--- src/design/dht_ram.sv ---
// generic simple dual port ram with registered read
module dht_ram #(
    parameter int WIDTH = 8,
    parameter int DEPTH = 16,
    parameter int AW    = $clog2(DEPTH)
) (
    input  logic             i_clk,
    input  logic             i_we,
    input  logic [AW-1:0]    i_waddr,
    input  logic [WIDTH-1:0] i_wdata,
    input  logic [AW-1:0]    i_raddr,
    output logic [WIDTH-1:0] o_rdata
);

    logic [WIDTH-1:0] r_mem [DEPTH];
    logic [WIDTH-1:0] r_rdata;

    always_ff @(posedge i_clk) begin
        if (i_we) begin
            r_mem[i_waddr] <= i_wdata;
        end
        r_rdata <= r_mem[i_raddr];
    end

    assign o_rdata = r_rdata;

endmodule

--- config.mk ---
export PLATFORM = sky130hd
export DESIGN_NAME = dht_ram
export DESIGN_NICKNAME = d
export VERILOG_FILES = /design/src/design/dht_ram.sv
export SDC_FILE = /design/constraint.sdc
export NUM_CORES = 1
export LEC_CHECK = 0
export BUFFER_PORTS_ARGS = -buffer_cell sky130_fd_sc_hd__buf_2
export CORE_MARGIN = 5
export CORE_UTILIZATION = 55
export DETAILED_ROUTE_END_ITERATION = 12
export GPL_TIMING_DRIVEN = 0
export MAX_ROUTING_LAYER = met4
export PLACE_DENSITY = 0.73
export SLEW_MARGIN = 15
export SYNTH_ARGS = -nofsm -noshare
export SYNTH_HDL_FRONTEND = slang
export SYNTH_SLANG_ARGS = --single-unit
--- constraint.sdc ---
create_clock -name i_clk -period 2.1 [get_ports i_clk]
set_clock_uncertainty 0.05 [all_clocks]
set_input_delay 0.42 -clock i_clk [delete_from_list [all_inputs] [get_ports i_clk]]
set_output_delay 0.42 -clock i_clk [all_outputs]
set_load 0.02 [all_outputs]
# Word-level counts from Yosys, hierarchy flattened

Memories as Yosys holds them, arrays and structs flattened. A register that Yosys moved wholly into a read port is not among the register bits.
Cells that the tools add are included.

Muxes and demuxes: 2

Operator list:

| cell             | count |
|---|---|
| 2-to-1 mux 1 bit | 2 |

Register bits: 0
Memory bits (writable): 128
Bits of input ports: 18
Memories: 1

Memories:

| memory | depth | width | read ports | clocked after memory_dff | wr ports | line | source |
|---|---|---|---|---|---|---|---|
| r_mem  | 16    | 8     | 1          | 1                        | 1        | 15   | `logic [WIDTH-1:0] r_mem [DEPTH];` |

# Depth between registers and ports, before layout

Depth in word-level cells: 2
Gate-level depth with buffers: 5
Gate-level depth less buffers: 3

# Worst setup path before layout

No wires, ideal clock.

Path type: input -> register
Start point: input port i_waddr[2]
End point: memory r_mem[0][0] (enable)
Data arrival time: 1.530 ns
Required time: 1.667 ns
Setup slack: 0.137 ns
Stages: 2
Path buffers: 0
Cells stage by stage: or3b_2 > nor3_1

RTL lines:

| item            | line | source |
|---|---|---|
| start, declared | 9    | `input logic [AW-1:0] i_waddr,` |
| end, declared   | 15   |  |

No word-level cell before the write port.

# Final worst setup path

Start point: input port i_waddr[2]
End point: memory r_mem[1][6] (enable)

No word-level cell before the write port.

==> impl_results.md <==
- Result of the run: complete, no violations
- Number of global-route vias before repair: roughly 2400
- Primary flip-flop cell chosen by synthesis mapping: sky130_fd_sc_hd__edfxtp_1
- Number of nets at the end of the flow: a little under 300
- Ratio of routed vias to standard cells: roughly 6.0
- Slew Limit Fails: 0
- Aggregate routed wire length: 9.372 mm
- Post-detailed-route DRC marker count: 0
- Max Cap Viol: 0
- Global-route wire length before repair: around 14 mm
- Startpoint class of the critical path: input port
- # H-tree levels: 4
- Number of optimization iterations in the first detailed-route pass: 4
- Clock tree sinks: about 140
- Minimum clock period: 1.637 ns
- Average detailed-routed wire length per instance: between 20 and 25 um
- Syn. warnings: 0
- Critical path class: input port to flop
- Final global-route overflow total: 0
- Worst skew pair latency: just over 0.5 ns
- Global placement routability congestion: about 0.76
- Global-route usage over all layers: a little under a fifth
- Fraction of met2 tracks used by global routing: approximately 27%
- # IOs: 26
- Clock power frac: a little under half
- Worst Setup EP: r_mem[1][6]$_DFFE_PP_
- Peak ir drop on the vdd network: around 750 uV
- Die Ht: ~110 um
- Synth top area cells: sky130_fd_sc_hd__edfxtp_1 75%, sky130_fd_sc_hd__mux4_2 7.9%, sky130_fd_sc_hd__mux4_1 7.1%
- Clock tree buffer depth: 2
- Clock slew at the register clock pins of the worst setup and hold paths: ~0.06 ns
- Maximum number of pins on one net before global-route repair: 17
- DRT iter0 DRCs: between 150 and 200
- Reg-to-Reg Start: r_mem[9][2]$_DFFE_PP_
- Worst r2r dst: o_rdata[2]$_DFF_P_
- Post-route design area: between 6000 and 7000 sq um
- Number of buffers added for setup after CTS: 0
- PnR worst setup slack: between 0.4 and 0.5 ns
- Net count of the mapped netlist: about 250
- Total via count after detailed routing: 2359
- Int Power: between 5000 and 6000 uW
- Total setup violations reported at the end of the flow: 0
- Yosys top cell area share: between 70% and 80%
- Most instantiated cells after synthesis: 128 x sky130_fd_sc_hd__edfxtp_1, 18 x sky130_fd_sc_hd__mux4_2, 16 x sky130_fd_sc_hd__a22oi_1
- Resize count post-CTS: 0
- Portion of the post-synthesis area used by sequential elements: between 70% and 80%
- Hold-critical path depth: 1
- Fraction of power consumed by combinational cells: under 10%
- P_leak: around 0.0020 uW
- Met3 layer usage reported by global route: around 5.1%
- Max-slew headroom at the worst pin: between 40 and 50%
- Total CTS buffers: 17
- Met1 track utilization from global routing: between 20% and 30%
- Fraction of layout cells with a size suffix above 1: a little under a third
- Place WS: -0.06530 ns
- Antenna violations before repair: 0
- Gr busiest metal: met2
- Slew at the pin with the worst max-slew slack: 0.8190 ns
- Endpoints failing hold: 0
- Critical path fanouts, max: 8
- Synthesized area per cell: roughly 22 sq um
- Post-synthesis async set-or-reset flop share: 0%
- Worst path required time: 2.19 ns
- Power density of the placed cells: ~1100 nW/um^2
- Arrival time reported for the critical path endpoint: roughly 1.7 ns
- Reg-to-reg setup timing slack: 0.69 ns
- CTS Hold Bufs: 0
- Synthesis-to-finish area growth: 17.28%
- Most frequent cell after synthesis: sky130_fd_sc_hd__edfxtp_1
- Number of flops mapped to enable cells by yosys: roughly 130
- Switching power total: between 1000 and 1500 uW
- Portion of the clock cycle consumed by the worst path in the final layout: between 70 and 80%
- Final sum of negative setup slack: 0 ns
- Area of the mapped netlist: about 5000 sq um
- Root buf cell: sky130_fd_sc_hd__clkbuf_8
- Buffers on Ports: 24
- Worst Reg2Reg Path Length in Cells: 3
- Starting density of the core: 55.97%
- CTS tree: done
- Final HPWL from detailed placement: about 5.9 mm
- Nature of the critical path endpoint: flop
- Number of rows in the core area: 35
- Fmax: 610.8 MHz
- Cell variety after synth: 19
- Power share of the sequential group: roughly half
- Total Die Area: around 11000 sq um
- Startpoint of the most critical setup path: i_waddr[2]
- Number of nets still failing antenna checks after routing: 0
- RSZ-0062 raised after global routing: false
- Path type of the worst min-delay path: input port to flop
- Number of instances in the synthesized netlist: around 230
- Final antenna diode count: 0
- Net Sw Frac: between 10% and 20%
- Area of the placeable core: 9196 sq um
- Total placed instance area: around 5400 sq um
- Number of flip-flops and latches in the synthesized netlist: 136
- Fillers: between 600 and 700
- Die Width: around 110 um
- Synth area leader: sky130_fd_sc_hd__edfxtp_1
==> flip-flops by register name (all words and copies together) (netlist names) <==
signal and cells:
r_mem 128, o_rdata 8
==> area by class of cell <==
class	count	area (sq um)	share of cell area, %
clock inverters	13	178.9	2.964
multi-input cells	83	1077	17.84
plain buffers	10	86.33	1.430
clock buffers	19	431.7	7.150
well taps	111	138.9	2.301
repair buffers	24	120.1	1.990
flip-flops and latches	136	4004	66.32
==> per-layer routing <==
metal	vias to the layer above	part of all wire, %
met1	1202	42
met5	-	0
li1	1063	-
met3	6	6.7
met2	88	50
met4	0	0.90
==> how the worst min path moves through the flow <==
stage / endpoint / from / slack [ns]
after detailed placement: o_rdata[0]$_DFF_P_ / r_mem[3][0]$_DFFE_PP_ / 0.63
final: r_mem[15][3]$_DFFE_PP_ / i_wdata[3] / 0.26
after floorplan: r_mem[0][0]$_DFFE_PP_ / i_wdata[0] / 0.47
after global routing: r_mem[0][1]$_DFFE_PP_ / i_wdata[1] / 0.26
after CTS: r_mem[4][3]$_DFFE_PP_ / i_wdata[3] / 0.24
after global placement: o_rdata[1]$_DFF_P_ / r_mem[11][1]$_DFFE_PP_ / 0.61
==> power groups by stage <==
stage	combinational (uW)	sequential (uW)	clock, uW
global route	333	3050	3180
detailed placement	307	3110	0
CTS	309	3050	3030
finish	304	3050	2990
global placement	298	3100	0
floorplan	154	3130	0
==> through the flow <==
stage | hold WS [ns] | power [uW] | utilization, % | instances
after floorplan | 0.4689 | 3281 | - | 229
after global placement | 0.6055 | 3399 | 58.79 | 364
after detailed placement | 0.6291 | 3412 | 58.90 | 364
after CTS | 0.2419 | 6387 | 65.54 | 396
after global routing | 0.2582 | 6564 | 65.65 | 396
final | 0.2561 | 6346 | 65.65 | 396
==> kinds of logic after synthesis <==
group,count (synthesis),synth area share (%)
AO/OA/AOI/OAI,16,2.334
buffers and inverters,10,1.677
flip-flops,136,77.78
multiplexers,32,15.02
AND/OR/NAND/NOR,35,3.184
==> layout by cell type, fill, tap and decap left out, drive strengths merged <==
| cell type | n |
|---|---|
| a22oi | 16 |
| and2 | 1 |
| and2b | 1 |
| buf | 31 |
| bufinv | 4 |
| clkbuf | 19 |
| clkdlybuf4s25 | 3 |
| clkinv | 8 |
| clkinvlp | 1 |
| dfxtp | 8 |
| edfxtp | 128 |
| mux4 | 32 |
| nand2 | 9 |
| nand2b | 2 |
| nand3 | 1 |
| nand3b | 2 |
| nor2 | 13 |
| nor2b | 1 |
| nor3 | 4 |
| or3b | 1 |
==> critical path, stage by stage <==
cell and delay [ns]:
sky130_fd_sc_hd__buf_2 0.11, sky130_fd_sc_hd__or3b_2 0.53, sky130_fd_sc_hd__nor2_1 0.65
Power figures use the tool's default switching activity.
